### src/rtl/core/nia_pkg.sv
`default_nettype none
// ----------------------------------------------------------------------------
// nia_pkg
// Shared types and constants for the navigation autorepeat block.
// ----------------------------------------------------------------------------
package nia_pkg;

	// direction codes
	localparam logic [2:0] DIR_UP    = 3'd0;
	localparam logic [2:0] DIR_DOWN  = 3'd1;
	localparam logic [2:0] DIR_LEFT  = 3'd2;
	localparam logic [2:0] DIR_RIGHT = 3'd3;
	localparam logic [2:0] DIR_NONE  = 3'd4;

	// configuration register indexes
	localparam logic [1:0] CFG_STICK_THRESHOLD = 2'd0;
	localparam logic [1:0] CFG_REPEAT_DELAY    = 2'd1;
	localparam logic [1:0] CFG_REPEAT_INTERVAL = 2'd2;
	localparam logic [1:0] CFG_PRESS_MAP       = 2'd3;

	localparam int CfgDataWidth = 20;
	localparam int CfgIndexWidth = 2;

	// configuration reset values
	localparam logic [14:0] STICK_THRESHOLD_RST = 15'd16384;
	localparam logic [19:0] REPEAT_DELAY_RST    = 20'd400000;
	localparam logic [19:0] REPEAT_INTERVAL_RST = 20'd120000;
	localparam logic [15:0] PRESS_MAP_RST       = 16'hFEDC;

	// commands per frame: one direction plus four press buttons
	localparam int MaxCmds = 5;
	localparam int CmdCountWidth = 3;

	// command queue depth between front and back
	localparam int QUEUE_DEPTH = 2;

	typedef logic [2:0] cmd_t;

	// all commands that one frame produces
	typedef struct packed {
		logic [CmdCountWidth-1:0] n;
		cmd_t [MaxCmds-1:0]       cmds;
	} cmd_list_t;

	// queue status seen by front and back
	typedef struct packed {
		logic empty;
		logic full;
	} q_status_t;

endpackage

`default_nettype wire

### src/rtl/core/nia_if.sv
`default_nettype none
// ----------------------------------------------------------------------------
// nia_frame_if / nia_cmd_if
// Valid/ready channels for pad frames and emitted commands.
// ----------------------------------------------------------------------------
interface nia_frame_if;
	logic               valid;
	logic               ready;
	logic               pad_present;
	logic [3:0]         dpad_held;
	logic signed [15:0] stick_x;
	logic signed [15:0] stick_y;
	logic [3:0]         press_held;
	logic [19:0]        elapsed_us;

	modport source (output valid, pad_present, dpad_held, stick_x, stick_y, press_held,
		elapsed_us, input ready);
	modport sink (input valid, pad_present, dpad_held, stick_x, stick_y, press_held,
		elapsed_us, output ready);
endinterface

interface nia_cmd_if;
	logic       valid;
	logic       ready;
	logic [2:0] command;
	logic       last;

	modport source (output valid, command, last, input ready);
	modport sink (input valid, command, last, output ready);
endinterface

`default_nettype wire

### src/rtl/core/nia_front.sv
`default_nettype none
// ----------------------------------------------------------------------------
// nia_front
// Takes one pad frame, resolves the held direction, runs the repeat timer,
// finds press edges and builds the frame's command list.
// ----------------------------------------------------------------------------
module nia_front
	import nia_pkg::*;
(
	input  wire logic                     clk,
	input  wire logic                     arst_n,
	input  wire logic                     cfg_we,
	input  wire logic [CfgIndexWidth-1:0] cfg_index,
	input  wire logic [CfgDataWidth-1:0]  cfg_data,
	nia_frame_if.sink                     frame,
	input  wire q_status_t                q_status,
	output logic                          push,
	output cmd_list_t                     push_list
);

	localparam logic signed [20:0] TIMER_MIN = 21'sh100000;
	localparam logic signed [20:0] TIMER_MAX = 21'sh0FFFFF;

	logic [14:0]        thresh_q;
	logic [19:0]        delay_q;
	logic [19:0]        interval_q;
	logic [15:0]        press_map_q;
	logic [2:0]         held_q;
	logic signed [20:0] timer_q;
	logic [3:0]         prev_press_q;

	logic [15:0]        ax, ay, amax;
	logic [2:0]         stick_dir, dir;
	logic signed [21:0] diff, again, half, reload;
	logic signed [20:0] t_dec, t_rel, t_next;
	logic               dir_change, fire, emit_dir;
	logic [3:0]         press_edge;
	cmd_list_t          list;
	logic               xfer;

	function automatic logic signed [20:0] clamp_timer(input logic signed [21:0] v);
		if (v < $signed({TIMER_MIN[20], TIMER_MIN}))
			return TIMER_MIN;
		else if (v > $signed({TIMER_MAX[20], TIMER_MAX}))
			return TIMER_MAX;
		else
			return v[20:0];
	endfunction

	// configuration registers
	always_ff @(posedge clk or negedge arst_n) begin
		if (!arst_n) begin
			thresh_q    <= STICK_THRESHOLD_RST;
			delay_q     <= REPEAT_DELAY_RST;
			interval_q  <= REPEAT_INTERVAL_RST;
			press_map_q <= PRESS_MAP_RST;
		end else if (cfg_we) begin
			case (cfg_index)
				CFG_STICK_THRESHOLD: thresh_q    <= cfg_data[14:0];
				CFG_REPEAT_DELAY:    delay_q     <= cfg_data;
				CFG_REPEAT_INTERVAL: interval_q  <= cfg_data;
				CFG_PRESS_MAP:       press_map_q <= cfg_data[15:0];
				default: ;
			endcase
		end
	end

	// stick magnitudes, -32768 gives 32768
	assign ax   = frame.stick_x[15] ? (~frame.stick_x + 16'd1) : frame.stick_x;
	assign ay   = frame.stick_y[15] ? (~frame.stick_y + 16'd1) : frame.stick_y;
	assign amax = (ax > ay) ? ax : ay;

	// stick direction, ties go vertical
	always_comb begin
		if (amax < {1'b0, thresh_q})
			stick_dir = DIR_NONE;
		else if (ax > ay)
			stick_dir = (!frame.stick_x[15] && frame.stick_x != 16'sd0) ? DIR_RIGHT : DIR_LEFT;
		else
			stick_dir = (!frame.stick_y[15] && frame.stick_y != 16'sd0) ? DIR_DOWN : DIR_UP;
	end

	// d-pad wins with up, down, left, right priority
	always_comb begin
		if (frame.dpad_held[0])
			dir = DIR_UP;
		else if (frame.dpad_held[1])
			dir = DIR_DOWN;
		else if (frame.dpad_held[2])
			dir = DIR_LEFT;
		else if (frame.dpad_held[3])
			dir = DIR_RIGHT;
		else
			dir = stick_dir;
	end

	// repeat timer
	assign dir_change = (dir != held_q);
	assign diff   = {timer_q[20], timer_q} - {2'b00, frame.elapsed_us};
	assign t_dec  = clamp_timer(diff);
	assign fire   = (dir != DIR_NONE) && (t_dec[20] || t_dec == 21'sd0);
	assign again  = {t_dec[20], t_dec} + {2'b00, interval_q};
	assign half   = {3'b000, interval_q[19:1]};
	assign reload = (again > half) ? again : half;
	assign t_rel  = clamp_timer(reload);
	assign emit_dir = dir_change ? (dir != DIR_NONE) : fire;

	always_comb begin
		if (dir_change)
			t_next = {1'b0, delay_q};
		else if (fire)
			t_next = t_rel;
		else
			t_next = t_dec;
	end

	// press rising edges through the command map
	always_comb begin
		for (int b = 0; b < 4; b++)
			press_edge[b] = press_map_q[4*b+3] && frame.press_held[b] && !prev_press_q[b];
	end

	// pack the frame's commands in emission order
	always_comb begin
		list = '0;
		if (emit_dir) begin
			list.cmds[0] = dir;
			list.n       = CmdCountWidth'(1);
		end
		for (int b = 0; b < 4; b++) begin
			if (press_edge[b]) begin
				list.cmds[list.n] = press_map_q[4*b +: 3];
				list.n            = list.n + CmdCountWidth'(1);
			end
		end
	end

	assign frame.ready = !q_status.full;
	assign xfer        = frame.valid && frame.ready;
	assign push        = xfer && frame.pad_present && (list.n != '0);
	assign push_list   = list;

	// navigation state
	always_ff @(posedge clk or negedge arst_n) begin
		if (!arst_n) begin
			held_q       <= DIR_NONE;
			timer_q      <= {1'b0, REPEAT_DELAY_RST};
			prev_press_q <= '0;
		end else if (xfer) begin
			if (!frame.pad_present) begin
				held_q       <= DIR_NONE;
				timer_q      <= {1'b0, delay_q};
				prev_press_q <= '0;
			end else begin
				held_q       <= dir;
				timer_q      <= t_next;
				prev_press_q <= frame.press_held;
			end
		end
	end

endmodule

`default_nettype wire

### src/rtl/core/nia_queue.sv
`default_nettype none
// ----------------------------------------------------------------------------
// nia_queue
// Short queue of per-frame command lists between front and back.
// ----------------------------------------------------------------------------
module nia_queue
	import nia_pkg::*;
#(
	parameter int Depth = QUEUE_DEPTH
) (
	input  wire logic      clk,
	input  wire logic      arst_n,
	input  wire logic      push,
	input  wire cmd_list_t wdata,
	input  wire logic      pop,
	output cmd_list_t      rdata,
	output q_status_t      status
);

	localparam int PtrWidth = (Depth > 1) ? $clog2(Depth) : 1;
	localparam int CntWidth = $clog2(Depth + 1);
	localparam logic [PtrWidth-1:0] PtrLast = PtrWidth'(Depth - 1);
	localparam logic [CntWidth-1:0] CntFull = CntWidth'(Depth);

	cmd_list_t           mem [Depth];
	logic [PtrWidth-1:0] wr_ptr_q, rd_ptr_q;
	logic [CntWidth-1:0] count_q;
	logic                do_push, do_pop;

	assign do_push = push && !status.full;
	assign do_pop  = pop && !status.empty;

	assign status.empty = (count_q == '0);
	assign status.full  = (count_q == CntFull);
	assign rdata        = mem[rd_ptr_q];

	// storage
	always_ff @(posedge clk) begin
		if (do_push)
			mem[wr_ptr_q] <= wdata;
	end

	// pointers and fill count
	always_ff @(posedge clk or negedge arst_n) begin
		if (!arst_n) begin
			wr_ptr_q <= '0;
			rd_ptr_q <= '0;
			count_q  <= '0;
		end else begin
			if (do_push)
				wr_ptr_q <= (wr_ptr_q == PtrLast) ? '0 : wr_ptr_q + PtrWidth'(1);
			if (do_pop)
				rd_ptr_q <= (rd_ptr_q == PtrLast) ? '0 : rd_ptr_q + PtrWidth'(1);
			if (do_push && !do_pop)
				count_q <= count_q + CntWidth'(1);
			else if (do_pop && !do_push)
				count_q <= count_q - CntWidth'(1);
		end
	end

endmodule

`default_nettype wire

### src/rtl/core/nia_back.sv
`default_nettype none
// ----------------------------------------------------------------------------
// nia_back
// Drains the head list, one command per cycle unless stalled, to the output reg.
// ----------------------------------------------------------------------------
module nia_back
	import nia_pkg::*;
(
	input  wire logic      clk,
	input  wire logic      arst_n,
	input  wire cmd_list_t head,
	input  wire q_status_t q_status,
	output logic           pop,
	nia_cmd_if.source      cmd
);

	logic                     out_valid_q;
	cmd_t                     command_q;
	logic                     last_q;
	logic [CmdCountWidth-1:0] idx_q;
	logic                     load, take, is_last;

	assign load    = !out_valid_q || cmd.ready;
	assign take    = load && !q_status.empty;
	assign is_last = (idx_q == head.n - CmdCountWidth'(1));
	assign pop     = take && is_last;

	assign cmd.valid   = out_valid_q;
	assign cmd.command = command_q;
	assign cmd.last    = last_q;

	// output valid and list position
	always_ff @(posedge clk or negedge arst_n) begin
		if (!arst_n) begin
			out_valid_q <= 1'b0;
			idx_q       <= '0;
		end else if (load) begin
			out_valid_q <= !q_status.empty;
			if (take)
				idx_q <= is_last ? '0 : idx_q + CmdCountWidth'(1);
		end
	end

	// output payload
	always_ff @(posedge clk) begin
		if (take) begin
			command_q <= head.cmds[idx_q];
			last_q    <= is_last;
		end
	end

endmodule

`default_nettype wire

### src/rtl/core/nav_input_autorepeat.sv
`default_nettype none
// ----------------------------------------------------------------------------
// nav_input_autorepeat
// Menu navigation commands from gamepad frames with held-direction repeat.
// ----------------------------------------------------------------------------
// frame channel: one pad frame per transfer; ready is high whenever the
//   command queue has room.
// cmd channel: one command per transfer, last marks the final command of
//   a frame; a frame gives zero to five commands.
// path: the first command of a frame goes through the queue write at the
//   transfer edge and then the output register load; the rest follow one
//   per cycle while cmd.ready is high.
// throughput: while cmd.ready is high the back drains one command per cycle
//   from the output register; the queue (QueueDepth lists) lets new frames be
//   taken while earlier lists still drain or the receiver stalls.
// stall: while cmd.ready is low the output register holds; once the queue
//   fills, frame.ready drops.
// reset: arst_n restores the configuration defaults, clears the held
//   direction, loads the timer with the default delay and empties the queue.
// cfg port: cfg_we writes cfg_data into register cfg_index, in order
//   threshold, delay, interval, press map; write only while idle.
// ----------------------------------------------------------------------------
module nav_input_autorepeat
	import nia_pkg::*;
#(
	parameter int QueueDepth = QUEUE_DEPTH
) (
	input  wire logic                     clk,
	input  wire logic                     arst_n,
	input  wire logic                     cfg_we,
	input  wire logic [CfgIndexWidth-1:0] cfg_index,
	input  wire logic [CfgDataWidth-1:0]  cfg_data,
	nia_frame_if.sink                     frame,
	nia_cmd_if.source                     cmd
);

	logic      push, pop;
	cmd_list_t push_list, head;
	q_status_t q_status;

	// front: classify frames
	nia_front u_front (
		.clk       (clk),
		.arst_n    (arst_n),
		.cfg_we    (cfg_we),
		.cfg_index (cfg_index),
		.cfg_data  (cfg_data),
		.frame     (frame),
		.q_status  (q_status),
		.push      (push),
		.push_list (push_list)
	);

	// queue of command lists
	nia_queue #(
		.Depth (QueueDepth)
	) u_queue (
		.clk    (clk),
		.arst_n (arst_n),
		.push   (push),
		.wdata  (push_list),
		.pop    (pop),
		.rdata  (head),
		.status (q_status)
	);

	// back: emit commands
	nia_back u_back (
		.clk      (clk),
		.arst_n   (arst_n),
		.head     (head),
		.q_status (q_status),
		.pop      (pop),
		.cmd      (cmd)
	);

	// front never pushes into a full queue
	a_no_overflow: assert property (@(posedge clk) disable iff (!arst_n)
		!(push && q_status.full))
		else $error("command list pushed into full queue");

	// a frame without a pad produces no commands
	a_absent_silent: assert property (@(posedge clk) disable iff (!arst_n)
		(frame.valid && frame.ready && !frame.pad_present) |-> !push)
		else $error("commands queued for a frame with no pad");

	// a transfer that is not the last of its frame is followed by more
	a_list_continues: assert property (@(posedge clk) disable iff (!arst_n)
		(cmd.valid && cmd.ready && !cmd.last) |=> cmd.valid)
		else $error("command list ended without last");

	// only lists with commands enter the queue
	a_nonempty_list: assert property (@(posedge clk) disable iff (!arst_n)
		push |-> (push_list.n != '0))
		else $error("empty command list queued");

endmodule

`default_nettype wire
### src/flat_wrapper.sv
// flat-port wrapper written by rule: the top's interface ports become plain ports
module nav_input_autorepeat_flat import nia_pkg::*;
#(
	parameter int QueueDepth = QUEUE_DEPTH
)
  (clk, arst_n, cfg_we, cfg_index, cfg_data, frame_valid, frame_pad_present, frame_dpad_held, frame_stick_x, frame_stick_y, frame_press_held, frame_elapsed_us, frame_ready, cmd_valid, cmd_command, cmd_last, cmd_ready);
  nia_frame_if frame_i ();
  nia_cmd_if cmd_i ();
  input  wire logic clk;
  input  wire logic arst_n;
  input  wire logic cfg_we;
  input  wire logic [CfgIndexWidth-1:0] cfg_index;
  input  wire logic [CfgDataWidth-1:0] cfg_data;
  input wire logic [$bits(frame_i.valid)-1:0] frame_valid;
  input wire logic [$bits(frame_i.pad_present)-1:0] frame_pad_present;
  input wire logic [$bits(frame_i.dpad_held)-1:0] frame_dpad_held;
  input wire logic [$bits(frame_i.stick_x)-1:0] frame_stick_x;
  input wire logic [$bits(frame_i.stick_y)-1:0] frame_stick_y;
  input wire logic [$bits(frame_i.press_held)-1:0] frame_press_held;
  input wire logic [$bits(frame_i.elapsed_us)-1:0] frame_elapsed_us;
  output wire logic [$bits(frame_i.ready)-1:0] frame_ready;
  output wire logic [$bits(cmd_i.valid)-1:0] cmd_valid;
  output wire logic [$bits(cmd_i.command)-1:0] cmd_command;
  output wire logic [$bits(cmd_i.last)-1:0] cmd_last;
  input wire logic [$bits(cmd_i.ready)-1:0] cmd_ready;
  assign frame_i.valid = frame_valid;
  assign frame_i.pad_present = frame_pad_present;
  assign frame_i.dpad_held = frame_dpad_held;
  assign frame_i.stick_x = frame_stick_x;
  assign frame_i.stick_y = frame_stick_y;
  assign frame_i.press_held = frame_press_held;
  assign frame_i.elapsed_us = frame_elapsed_us;
  assign frame_ready = frame_i.ready;
  assign cmd_valid = cmd_i.valid;
  assign cmd_command = cmd_i.command;
  assign cmd_last = cmd_i.last;
  assign cmd_i.ready = cmd_ready;
  nav_input_autorepeat #(.QueueDepth(QueueDepth)) u_core (.clk(clk), .arst_n(arst_n), .cfg_we(cfg_we), .cfg_index(cfg_index), .cfg_data(cfg_data), .frame(frame_i), .cmd(cmd_i));
endmodule
### config.mk
export PLATFORM = sky130hd
export DESIGN_NAME = nav_input_autorepeat_flat
export DESIGN_NICKNAME = d
export VERILOG_FILES = /design/src/rtl/core/nia_pkg.sv /design/src/rtl/core/nia_if.sv /design/src/rtl/core/nia_front.sv /design/src/rtl/core/nia_queue.sv /design/src/rtl/core/nia_back.sv /design/src/rtl/core/nav_input_autorepeat.sv /design/src/flat_wrapper.sv
export SDC_FILE = /design/constraint.sdc
export NUM_CORES = 1
export LEC_CHECK = 0
export ABC_AREA = 1
export ABC_CLOCK_PERIOD_IN_PS = 8600
export BUFFER_PORTS_ARGS = -buffer_cell sky130_fd_sc_hd__buf_2
export CAP_MARGIN = 10
export CORE_MARGIN = 5
export CORE_UTILIZATION = 62
export CTS_CLUSTER_SIZE = 14
export DETAILED_ROUTE_END_ITERATION = 8
export GPL_TIMING_DRIVEN = 0
export PLACE_DENSITY_LB_ADDON = 0.05
export SKIP_LAST_GASP = 1
export SYNTH_ARGS = -nofsm -noshare
export SYNTH_HDL_FRONTEND = slang
export SYNTH_SLANG_ARGS = --single-unit
### constraint.sdc
create_clock -name clk -period 8.6 [get_ports clk]
set_clock_uncertainty 0.2 [all_clocks]
set_input_delay 1.29 -clock clk [delete_from_list [all_inputs] [get_ports clk]]
set_output_delay 1.29 -clock clk [all_outputs]
set_load 0.005 [all_outputs]
* Yosys cells after proc, flatten, opt, wreduce, memory -nomap -nowiden
Memory sizes are Yosys's and may differ from the RTL's.
Index checks and enable logic that the tools add are counted.
** Storage, ports and cells
- Latch bits :: 0
- Memories kept :: 1
- Word-level logic and storage cells :: 152
- Bits in writable memories :: 36
- Register bits after elaboration :: 111
- ROM bits :: 0
** Memories
- u_core.u_queue.mem :: words 2, bits a word 18, read ports 1, clocked after Yosys merged registers in 0, wr ports 1, RTL line nia_queue.sv:25 : cmd_list_t mem [Depth];
** Cells by class
- Shifts and indexed selects :: 0
- Bitwise logic cells :: 2
- Mux-type cells :: 49
- Div/mod/pow operators :: 0
- Magnitude comparators :: 16
- Reductions and logical operators :: 49
- Equal/unequal tests :: 7
- $add $sub $neg :: 14
- $mul :: 0
** Operators by type and width (number)
- $mux W21 :: 7
- $mux W18 :: 4
- $bwmux W15 :: 4
- $mux W16 :: 3
- $gt A22 B21 Y1 const B :: 2
- $lt A22 B21 Y1 const B :: 2
- $mux W3 :: 13
- $demux W3 S3 :: 4
- $add A16 B1 Y16 const B :: 2
- $not A16 Y16 :: 2
- $reduce_bool A16 Y1 :: 2
- $logic_and A1 B1 Y1 :: 24
- $add A21 B21 Y22 :: 1
- $gt A22 B20 Y1 :: 1
- $mux W22 :: 1
- $sub A21 B21 Y22 :: 1
- $logic_not A21 Y1 :: 1
- $lt A3 B4 Y1 const B :: 5
- $gt A16 B16 Y1 :: 1
- $lt A16 B15 Y1 :: 1
- $add A3 B1 Y3 const B :: 5
- $ge A3 B1 Y1 const B :: 4
- $logic_not A1 Y1 :: 11
- $reduce_and A2 Y1 :: 5
- other kinds (17) :: 31

* Logic depth before layout (Yosys ltp)
Gate-level depths: netlist of run 1.
- Word-level depth :: 46
- Gate-level depth with buffers :: 61
- Mapped depth without buffers :: 59

* Modules after synthesis
A second synthesis of run 1 with hierarchy kept.
** Unflattened totals
- Cells, all modules :: 1649
- Area total of the unflattened synthesis :: 11838.9 um^2
** Modules (own cells, without submodules)
- nia_front :: sequential area each 2518.7 um^2, instances 1, area an instance 9733.1 um^2, cells each 1438
- nia_queue :: sequential area each 1181.1 um^2, instances 1, area an instance 1537.7 um^2, cells each 125
- nia_back :: sequential area each 220.2 um^2, instances 1, area an instance 568.0 um^2, cells each 86

* Worst setup path before layout of run 1
No wires, ideal clock.
- Path kind :: input port to flip-flop
- Start point :: input frame_stick_x[0]
- End point :: memory u_core.u_queue.mem[1][0] in the netlist's numbering (enable)
- Slack :: -0.056 ns
- Data arrival time :: 8.062 ns
- Setup time :: 0.394 ns
- Stages :: 50
- Buffers on the path :: 2
- Cell sequence :: inv_1 ha_1 inv_1 nor2_1 inv_1 nor3_1 inv_1 nor2_1 inv_1 nor3_1 nand2_1 nand2_1 xor2_1 ha_1 nand2_1 nor3_2 nand2_1 nand2_1 [... 14 more ...] nand2_1 clkinv_1 nand2_1 nor2_2 nand3_2 nand2_1 nand2_1 fa_1 ha_1 inv_1 o21ai_0 ha_1 inv_1 nor2_1 xnor2_1 nand2_1 nand2_1 nor2_1
** Between the ends
- Cells in the longest elaborated chain, start to end :: 28
** RTL lines
- start: declaration :: RTL line flat_wrapper.sv:17 : input wire logic [$bits(frame_i.stick_x)-1:0] frame_stick_x;
- $not A16 Y16 :: RTL line nia_front.sv:69 : assign ax = frame.stick_x[15] ? (~frame.stick_x + 16'd1) : frame.stick_x;
- $add A16 B1 Y16 :: RTL line nia_front.sv:69
- $mux W16 :: RTL line nia_front.sv:69
- $gt A16 B16 Y1 :: RTL line nia_front.sv:71, nia_front.sv:77
- $mux W16 :: RTL line nia_front.sv:71 : assign amax = (ax > ay) ? ax : ay;
- $lt A16 B15 Y1 :: RTL line nia_front.sv:75 : if (amax < {1'b0, thresh_q})
- $mux W3 * :: RTL line nia_front.sv:75
- $mux W3 * :: RTL line nia_front.sv:91 : else if (frame.dpad_held[3])
- [... 12 more ...]
- $mux W18 * :: RTL line nia_front.sv:131 : if (press_edge[b]) begin
- $add A3 B1 Y3 :: RTL line nia_front.sv:133 : list.n = list.n + CmdCountWidth'(1);
- $mux W18 * :: RTL line nia_front.sv:131
- $reduce_bool A3 Y1 * :: RTL line nia_front.sv:140 : assign push = xfer && frame.pad_present && (list.n != '0);
- $logic_and A1 B1 Y1 * :: RTL line nia_front.sv:140
- $logic_and A1 B1 Y1 * :: RTL line nia_queue.sv:30 : assign do_push = push && !status.full;
- $mux W1 * :: RTL line nia_queue.sv:39 : if (do_push)
- $mux W1 (implied by the code) * :: RTL line nia_queue.sv:40 : mem[wr_ptr_q] <= wdata;
- end: declaration :: RTL line nia_queue.sv:25
Mark *: on every way between the ends. The rest lies on a longest branch, timed or not.

==> reports/qor.csv, run 1 <==
stage,metric,value,unit
status,status,finished clean,
critical_path,critPathMaxStageDelay,0.52,ns
drt,drtIter0Drc,912,
synthesis,synth_area,0.0115,mm^2
drt,ant_nets,0,
placement,place_congestion,0.957,
final_layout,final_nets,1879,
synthesis,synthMuxAreaShare,0.175,%
worst_hold_path,hold_path.class,reg -> reg,
drt,drc,0,
synthesis,ys_warn_count,0,
sta,max_freq,121,MHz
clock_network,clockRootBuffer,clkbuf_16,
synthesis,synth_fa_ha_area_share,11.3,%
floorplan,die-area,0.0213,mm^2
run,cap_violations,0,
sta,fin_crit,8.27,ns
floorplan,ios,94,
sta,tightest_slew,0.822,ns
floorplan,fp.coreArea,0.0181,mm^2
critical_path,path_common_cell,nand2_1,
drt,drt_first_pass_iters,5,
synthesis,synth-simple-area-share,20.9,%
global_routing,grt_pass1_wl,50700,um
floorplan,rows,49,
drt,wl_per_cell,16.8,um
synthesis,synth_cells,1560,
sta,slew_headroom,45.2,%
power_and_ir_drop,power,5.79,mW
clock_network,cts_hold_buf,0,
synthesis,syn_nets,1750,
clock_network,cts_buffer_depth,2,
synthesis,ys_seq_elements,147,
synthesis,ys.flop_type,dfrtp_1,
global_routing,antenna_found_initial,0,
placement,dp.cells,1882,
synthesis,synth_xor_xnor_area_share,5.35,%
final_layout,stdcell_count,1931,
final_layout,layout-drive-gt1-share,16.0,%
critical_path,crit_path_start_kind,input pin,
sta,maxSlewViolCount,0,
synthesis,ys_seq_area_share,34.2,%
critical_path,worstPathRequired,8.72,ns
floorplan,die_height,146,um
drt,num_vias,11000,
synthesis,yosysTopAreaCellShare,16.2,%
power_and_ir_drop,power_density,438,mW/mm^2
synthesis,synth_area_leaders,"dfrtp_1 16%, ha_1 11%, edfxtp_1 10%, nand2_1 10%, o21ai_0 8.3%",
clock_network,cts_tree,done,
sta,timing.final.crit_share,96.1,%
sta,setup_viol,0,
critical_path,critPathSlowestCell,fa_2,
clock_network,h-tree-depth,4,
global_routing,grtUsageTotal,29.5,%
critical_path,cp.arrival,8.39,ns
synthesis,yosys-top-cells-count,"313 x nand2_1, 228 x inv_1, 191 x o21ai_0",
drt,totalWireLength,32500,um
synthesis,synth_most_common_cell,nand2_1,
synthesis,ys_async_sr_fraction,72.8,%
final_layout,n_antenna_cell,0,
final_layout,syn_to_final_growth,15.3,%
synthesis,yosysTopAreaCell,dfrtp_1,
clock_network,clk_pin_slew,0.07,ns
critical_path,worstSetupEndpointType,flip-flop,
global_routing,grt_pass1_vias,10300,
clock_network,insertion_delay,0.44,ns
floorplan,die_x,146,um
critical_path,critPathKind,in -> reg,
synthesis,synth_compound_area_share,18.5,%
sta,rsz0062_at_grt,yes,
sta,hold_violations,0,
drt,viasPerCell,5.68,
floorplan,start_util,63.3,%
critical_path,crit_fanout,10,
synthesis,synth_top_family_by_area,simple AND/OR/NAND/NOR gates,
clock_network,cts_buffers,17,
placement,io_buffers,92,
synthesis,synth_edf_count,40,
placement,hpwlAfterDp,24800,um
sta,layout_setup_ws,0.334,ns
global_routing,grt-ovfl-total,0,
synthesis,ys_types,55,
placement,place_ws,-1.59,ns
synthesis,syn_area_per_cell,7.34,um^2
power_and_ir_drop,p_leak,6.49,nW
clock_network,clock_sinks,147,
sta,setup_tns,0,ns
global_routing,grt_max_degree,73,
power_and_ir_drop,ir_drop,0.672,mV
cell usage in the layout (no fill, tap or decap), types with 4 or more instances in the layout:
cell type,n
nand2_1,296
inv_1,224
o21ai_0,188
nor2_1,144
a21oi_1,111
ha_1,97
buf_2,96
dfrtp_1,74
nand3_1,53
xor2_1,47
edfxtp_1,40
dfstp_2,33
clkbuf_1,28
xnor2_1,21
o21ai_1,18
nand2_2,17
clkbuf_16,17
buf_4,16
nand4_1,15
nor3_1,11
inv_2,11
nor2_2,8
a21oi_2,7
o211ai_1,7
o221ai_1,6
buf_6,5
a31oi_1,5
or2_2,5
o22ai_1,5
inv_8,5
a21o_1,4
nand2_4,4
nor2_4,4
a22oi_1,4
inv_6,4
worst paths after layout:
check                                            from                      endpoint  slack (ns)  depth (start not counted)
min                         u_core.u_queue.count_q[0]     u_core.u_queue.count_q[0]        0.27                          1
min in group asynchronous                      arst_n    u_core.u_front.timer_q[13]        0.62                          1
max reg2reg                u_core.u_front.timer_q[18]    u_core.u_front.timer_q[12]        1.17                         37
max                                  frame_stick_x[0]     u_core.u_queue.count_q[1]        0.33                         54
min reg2reg                 u_core.u_queue.count_q[0]     u_core.u_queue.count_q[0]        0.27                          1
max in group asynchronous                      arst_n  u_core.u_front.interval_q[7]        6.82                          2
cell families (layout without fill, tap and decap cells):
group	count (synthesis)	count (layout)
AOI/OAI and AO/OA	385	385
and+or+nand+nor	576	576
DFF	147	147
muxes	2	2
buffers and inverters	278	420
adders and majority gates	102	102
xor gates and xnor gates	70	70
report_power, final:
part	switching [mW]	internal (mW)	leakage, nW
sequential	0.120	0.932	1.63
combinational	2.60	1.40	4.58
clock	0.351	0.389	0.287
total	3.07	2.72	6.49
flip-flops by register name, indices dropped and copies added, names as in the netlist, 4 cells and up:
name                         flops
u_core.u_front.press_map_q      16
u_core.u_queue.mem              36
u_core.u_front.interval_q       20
u_core.u_front.delay_q          20
u_core.u_front.thresh_q         15
u_core.u_front.timer_q          21
u_core.u_front.prev_press_q      4
worst max-delay path: cells and delay by family:
kind	cells	cell delay, ns
buf+inv	11	0.93
compound gates	6	0.74
simple gates	29	3.14
xor+xnor	2	0.39
fa+ha+maj	6	1.85
metal layers:
metal | up-vias | global-route usage, % | part of all wire, %
met5 | - | 0 | 0
met4 | 0 | 8.02 | 1.8
met3 | 44 | 4.76 | 7.0
met2 | 360 | 46.6 | 46
met1 | 5145 | 42.3 | 45
li1 | 5428 | - | -
final cells by class:
cell class	count	area (um^2)
sequential	147	3920
clock inverter	15	161
tap	229	287
buffer	42	219
fill	1511	4880
clock buffer	17	425
timing repair buffer	110	643
multi-input combinational	1135	6660
inverter	236	886
what timing repair did:
item	CTS	global route
gates resized for setup	25	47
pin swaps	7	23
hold endpoints to repair	0	0
buffers inserted	3	14
endpoints found under the setup margin	66	65
stage by stage:
stage               area (um^2)  hold WS (ns)  util, %
floorplan                 11500         0.246        -
global placement          12200         0.260     67.5
detailed placement        12200         0.265     67.6
CTS                       12900         0.276     71.5
global route              13200         0.296     73.0
finish                    13200         0.275     73.0
Power figures use the tool's default switching activity.
==> inputs of run 2 (changes only) <==
CORE_MARGIN = 1   (was 5)
==> run 2 against run 1 <==
Against the previous run:
- non-clock buffer count up 1
- highest routed layer unchanged
- largest power group unchanged
- wire length decreased by 1.3%
- sequential share of layout area hardly changed
- critical path type unchanged
- total power is 0.51% lower
- critical endpoint is now u_core.u_queue.mem[0][12]
==> reports/qor.csv, run 2 (same netlist as run 1, synthesis figures left out) <==
stage,metric,value,unit
placement,place_ws,-1.47,ns
floorplan,die_x,138,um
global_routing,grt_max_degree,75,
drt,ant_nets,0,
floorplan,rows,49,
drt,wl_per_cell,16.6,um
clock_network,cts_buffers,17,
clock_network,cts_buffer_depth,2,
clock_network,cts_hold_buf,0,
sta,fin_crit,8.40,ns
placement,place_congestion,0.974,
placement,hpwlAfterDp,24500,um
drt,viasPerCell,5.73,
drt,num_vias,11100,
floorplan,start_util,63.5,%
power_and_ir_drop,power,5.76,mW
critical_path,crit_path_start_kind,input pin,
critical_path,cp_top_family,simple AND/OR/NAND/NOR gates,
clock_network,clockRootBuffer,clkbuf_16,
placement,dp.cells,1882,
power_and_ir_drop,p_leak,6.48,nW
final_layout,layout-drive-gt1-share,15.5,%
final_layout,mostFrequentLayoutCells,"300 x nand2_1, 225 x inv_1, 187 x o21ai_0, 143 x nor2_1, 113 x a21oi_1",
clock_network,cts_tree,done,
critical_path,critPathSlowestCell,fa_2,
floorplan,die_height,138,um
critical_path,worstSetupEndpointType,flip-flop,
clock_network,insertion_delay,0.44,ns
clock_network,clk_pin_slew,0.07,ns
critical_path,critPathMaxStageDelay,0.62,ns
drt,drc,0,
sta,layout_setup_ws,0.197,ns
global_routing,grt_pass1_wl,48300,um
sta,whs,0.277,ns
sta,hold_violations,0,
critical_path,r2r_end,u_core.u_front.timer_q[12],
final_layout,ff_latch_area,0.00392,mm^2
floorplan,die-area,0.0190,mm^2
drt,totalWireLength,32000,um
final_layout,top_register,u_core.u_queue.mem,
global_routing,grt_pass1_vias,9678,
drt,drtIter0Drc,1099,
critical_path,worstPathRequired,8.56,ns
critical_path,cp_num_buf_inv,12,
critical_path,critPathKind,in -> reg,
power_and_ir_drop,ir_drop,0.576,mV
final_layout,fillCellCount,1474,
sta,slew_headroom,42.1,%
final_layout,largest_reg_flops,36,
final_layout,stdcell_count,1932,
sta,max_freq,119,MHz
placement,io_buffers,92,
critical_path,r2r-start,u_core.u_front.timer_q[0],
sta,tightest_slew,0.868,ns
global_routing,grtUsageTotal,33.6,%
status,status,finished clean,
critical_path,crit_fanout,10,
worst_hold_path,hold_path.class,reg -> reg,
worst_hold_path,worstHoldPathCells,1,
final_layout,n_antenna_cell,0,
critical_path,ff2ff_path_depth,41,
final_layout,multi_input_area,0.00661,mm^2
power_and_ir_drop,power_density,436,mW/mm^2
global_routing,grt-ovfl-total,0,
final_layout,layout_commonest_cell,nand2_1,
critical_path,cp.arrival,8.36,ns
global_routing,antenna_found_initial,0,
drt,drt_first_pass_iters,6,
sta,maxSlewViolCount,0,
sta,timing.final.crit_share,97.7,%
worst_hold_path,hp-start,u_core.u_queue.count_q[0],
clock_network,h-tree-depth,4,
critical_path,r2r_setup_slack,1.16,ns
final_layout,final_nets,1880,
sta,setup_tns,0,ns
final_layout,syn_to_final_growth,15.4,%
floorplan,fp.coreArea,0.0180,mm^2
sta,setup_viol,0,
final_layout,top_regs,"u_core.u_queue.mem: 36 flops, u_core.u_front.timer_q: 21 flops",
worst_hold_path,min_to,u_core.u_queue.count_q[0],
run,cap_violations,0,
floorplan,ios,94,
clock_network,clock_sinks,147,
run 2: stage by stage:
step                utilization (%)  cell area [um^2]
floorplan                         -             11500
global placement               67.7             12200
detailed placement             67.9             12200
CTS                            71.8             12900
global route                   73.3             13200
finish                         73.3             13200
run 2: cell type report:
class | count | share of cell area (%)
sequential | 147 | 29.7
multi-input combinational | 1135 | 50.1
timing repair buffer | 111 | 5.19
buffer | 42 | 1.64
clock buffer | 17 | 3.22
inverter | 236 | 6.72
clock inverter | 15 | 1.34
tap | 229 | 2.17
run 2: worst register-to-register path, delay by kind of cell (launching register included):
| family | cells | cell delay [ns] |
|---|---|---|
| AOI/OAI and AO/OA | 16 | 2.67 |
| and+or+nand+nor | 10 | 1.25 |
| buffers and inverters | 9 | 1.20 |
| xor gates and xnor gates | 2 | 0.33 |
| DFF | 1 | 0.38 |
| adders and majority gates | 4 | 1.36 |
run 2: worst max path at each step:
stage | startpoint | to | slack, ns | depth (start not counted)
floorplan | frame_stick_x[0] | u_core.u_queue.count_q[1] | 0.21 | 54
global placement | frame_stick_x[0] | u_core.u_queue.mem[1][8] | -1.37 | 51
detailed placement | frame_stick_x[0] | u_core.u_queue.mem[1][8] | -1.47 | 51
CTS | frame_stick_x[0] | u_core.u_queue.count_q[1] | 0.001 | 55
global route | frame_stick_x[0] | u_core.u_queue.count_q[1] | -0.20 | 60
finish | frame_stick_x[0] | u_core.u_queue.mem[0][12] | 0.20 | 54
run 2: where the power goes:
| part | internal (mW) | switching [mW] | leakage [nW] |
|---|---|---|---|
| clock network | 0.394 | 0.353 | 0.295 |
| logic | 1.39 | 2.56 | 4.55 |
| registers | 0.933 | 0.125 | 1.63 |
run 2: timing repair:
item                       CTS  global route
setup buffers                4            12
cloned                       0             2
pin swaps                    7            16
resized for setup           20            40
setup endpoints to repair   59            68
run 2: per-layer routing:
layer | vias up | GRT usage, % | wire length [um]
met5 | - | 0 | 0
met4 | 0 | 9.24 | 591
met3 | 44 | 4.39 | 2450
met2 | 446 | 51.9 | 14500
met1 | 5146 | 49.1 | 14500
li1 | 5431 | - | -
==> inputs of run 3 (changes only) <==
PLACE_DENSITY = 0.83   (was default)
PLACE_DENSITY_LB_ADDON = default   (was 0.05)
==> run 3 against run 2 <==
Against the previous run:
- register-to-register slack got worse by 0.10 ns
- combinational power grew 1%
- critical path type unchanged
- largest power group unchanged
- largest cell class unchanged
- highest routed layer unchanged
- via count up 1.7%
- cell area about the same
- maximum frequency increased by 1.3%
==> reports/qor.csv, run 3 (same netlist as run 1, synthesis figures left out) <==
stage,metric,value,unit
final_layout,fin_area,0.0132,mm^2
critical_path,critPathKind,in -> reg,
floorplan,fp.coreArea,0.0180,mm^2
final_layout,largest_reg_flops,36,
final_layout,top_regs,"u_core.u_queue.mem: 36 flops, u_core.u_front.timer_q: 21 flops",
sta,whs,0.289,ns
critical_path,worstSetupEndpointType,flip-flop,
placement,place_area,0.0122,mm^2
floorplan,die-area,0.0190,mm^2
critical_path,crit_path_start_kind,input pin,
status,status,finished clean,
global_routing,antenna_found_initial,0,
power_and_ir_drop,p_switching,3.06,mW
clock_network,h-tree-depth,4,
global_routing,grtUsageTotal,34.3,%
floorplan,rows,49,
final_layout,layout_commonest_cell,nand2_1,
sta,setup_viol,0,
clock_network,cts_buffer_depth,2,
sta,tightest_slew,0.814,ns
power_and_ir_drop,p_sw_share,52.8,%
clock_network,clockRootBuffer,clkbuf_16,
worst_hold_path,hold_path.class,reg -> reg,
sta,maxSlewViolCount,0,
global_routing,grt_pass1_wl,49700,um
sta,hold_violations,0,
sta,fin_crit,8.30,ns
final_layout,syn_to_final_growth,15.3,%
sta,layout_setup_ws,0.305,ns
drt,viasPerCell,5.84,
final_layout,final_nets,1874,
drt,num_vias,11300,
power_and_ir_drop,p_leak,6.47,nW
global_routing,grt_pass1_vias,10300,
run,cap_violations,0,
sta,timing.final.crit_share,96.5,%
power_and_ir_drop,p_int,2.74,mW
final_layout,stdcell_count,1926,
final_layout,fillCellCount,1396,
sta,slew_headroom,45.7,%
clock_network,clock_sinks,147,
drt,wl_per_cell,16.8,um
drt,ant_nets,0,
drt,totalWireLength,32400,um
drt,drtIter0Drc,1290,
clock_network,insertion_delay,0.44,ns
critical_path,crit_fanout,10,
power_and_ir_drop,clockPowerShare,13.2,%
final_layout,n_antenna_cell,0,
placement,place_congestion,0.982,
clock_network,clk_pin_slew,0.07,ns
floorplan,start_util,63.5,%
sta,setup_tns,0,ns
global_routing,grt_max_degree,77,
final_layout,top_register,u_core.u_queue.mem,
sta,rsz0062_at_grt,yes,
floorplan,die_x,138,um
final_layout,multi_input_area,0.00664,mm^2
power_and_ir_drop,pwr-share-seq,18.2,%
sta,max_freq,121,MHz
placement,io_buffers,92,
power_and_ir_drop,power_density,440,mW/mm^2
critical_path,cp.arrival,8.41,ns
final_layout,ff_latch_area,0.00392,mm^2
clock_network,cts_hold_buf,0,
placement,place_ws,-1.65,ns
placement,dp.cells,1882,
power_and_ir_drop,ir_drop,0.342,mV
power_and_ir_drop,p_comb_share,68.7,%
floorplan,die_height,138,um
critical_path,worstPathRequired,8.72,ns
final_layout,mostFrequentLayoutCells,"297 x nand2_1, 224 x inv_1, 187 x o21ai_0, 146 x nor2_1, 112 x a21oi_1",
floorplan,ios,94,
placement,hpwlAfterDp,24300,um
final_layout,layout-drive-gt1-share,15.4,%
critical_path,critPathSlowestCell,fa_2,
global_routing,grt-ovfl-total,0,
clock_network,cts_tree,done,
clock_network,cts_buffers,17,
critical_path,critPathMaxStageDelay,0.50,ns
drt,drt_first_pass_iters,5,
drt,drc,0,
-- run 3: cell types whose count changed in the layout (fill, tap and decap cells not counted), moves of 3 or more --
cell / delta
buf_4: -7
nor2_2: -3
nor2_1: +3
nand2_1: -3
-- run 3: power by group through the flow --
stage	combinational, mW	sequential [mW]	clock [mW]
floorplan	2.78	1.02	0
global placement	3.62	1.05	0
detailed placement	3.71	1.06	0
CTS	3.82	1.05	0.761
global route	4.44	1.07	0.788
finish	3.99	1.05	0.764
-- run 3: per-layer routing --
layer / wire [um] / track usage (%)
met5: 0 / 0
met4: 809 / 10.6
met3: 2630 / 6.65
met2: 15100 / 55.8
met1: 13800 / 46.0
-- run 3: critical path: cells and delay by family --
kind                     cells  cell delay (ns)
AO/OA/AOI/OAI                8             1.04
XOR/XNOR                     3             0.48
adder cells (fa/ha/maj)      7             1.98
buffers and inverters       14             1.15
AND/OR/NAND/NOR             24             2.43
-- run 3: repair_timing --
action                                  4_1_cts  5_1_grt
buffers inserted                              8        4
pin swaps                                    15       15
endpoints found under the setup margin       69       72
gates resized for setup                      38       28
-- run 3: stage by stage --
stage | util (%) | total power, mW
4_1_cts | 72.3 | 5.63
5_1_grt | 73.2 | 6.30
2_1_floorplan | - | 3.79
6_report | 73.2 | 5.80
3_5_place_dp | 67.9 | 4.76
3_3_place_gp | 67.7 | 4.68
-- run 3: worst paths after layout --
check	start	to	slack (ns)	depth (start not counted)
min in group asynchronous	arst_n	u_core.u_front.timer_q[13]	0.60	1
hold / removal	u_core.u_front.thresh_q[12]	u_core.u_front.thresh_q[12]	0.29	2
max in group asynchronous	arst_n	u_core.u_front.interval_q[6]	6.84	2
hold reg to reg	u_core.u_front.thresh_q[12]	u_core.u_front.thresh_q[12]	0.29	2
setup / recovery	frame_stick_x[1]	u_core.u_queue.count_q[1]	0.30	56
setup reg to reg	u_core.u_front.timer_q[18]	u_core.u_front.timer_q[16]	1.06	37
-- run 3: cell type report --
type	instances	share of cell area, %
Tap cell	229	2.17
Multi-Input combinational cell	1135	50.3
Clock inverter	15	1.39
Clock buffer	17	3.22
Inverter	236	6.73
Buffer	42	1.73
Timing Repair Buffer	105	4.78
Sequential cell	147	29.7
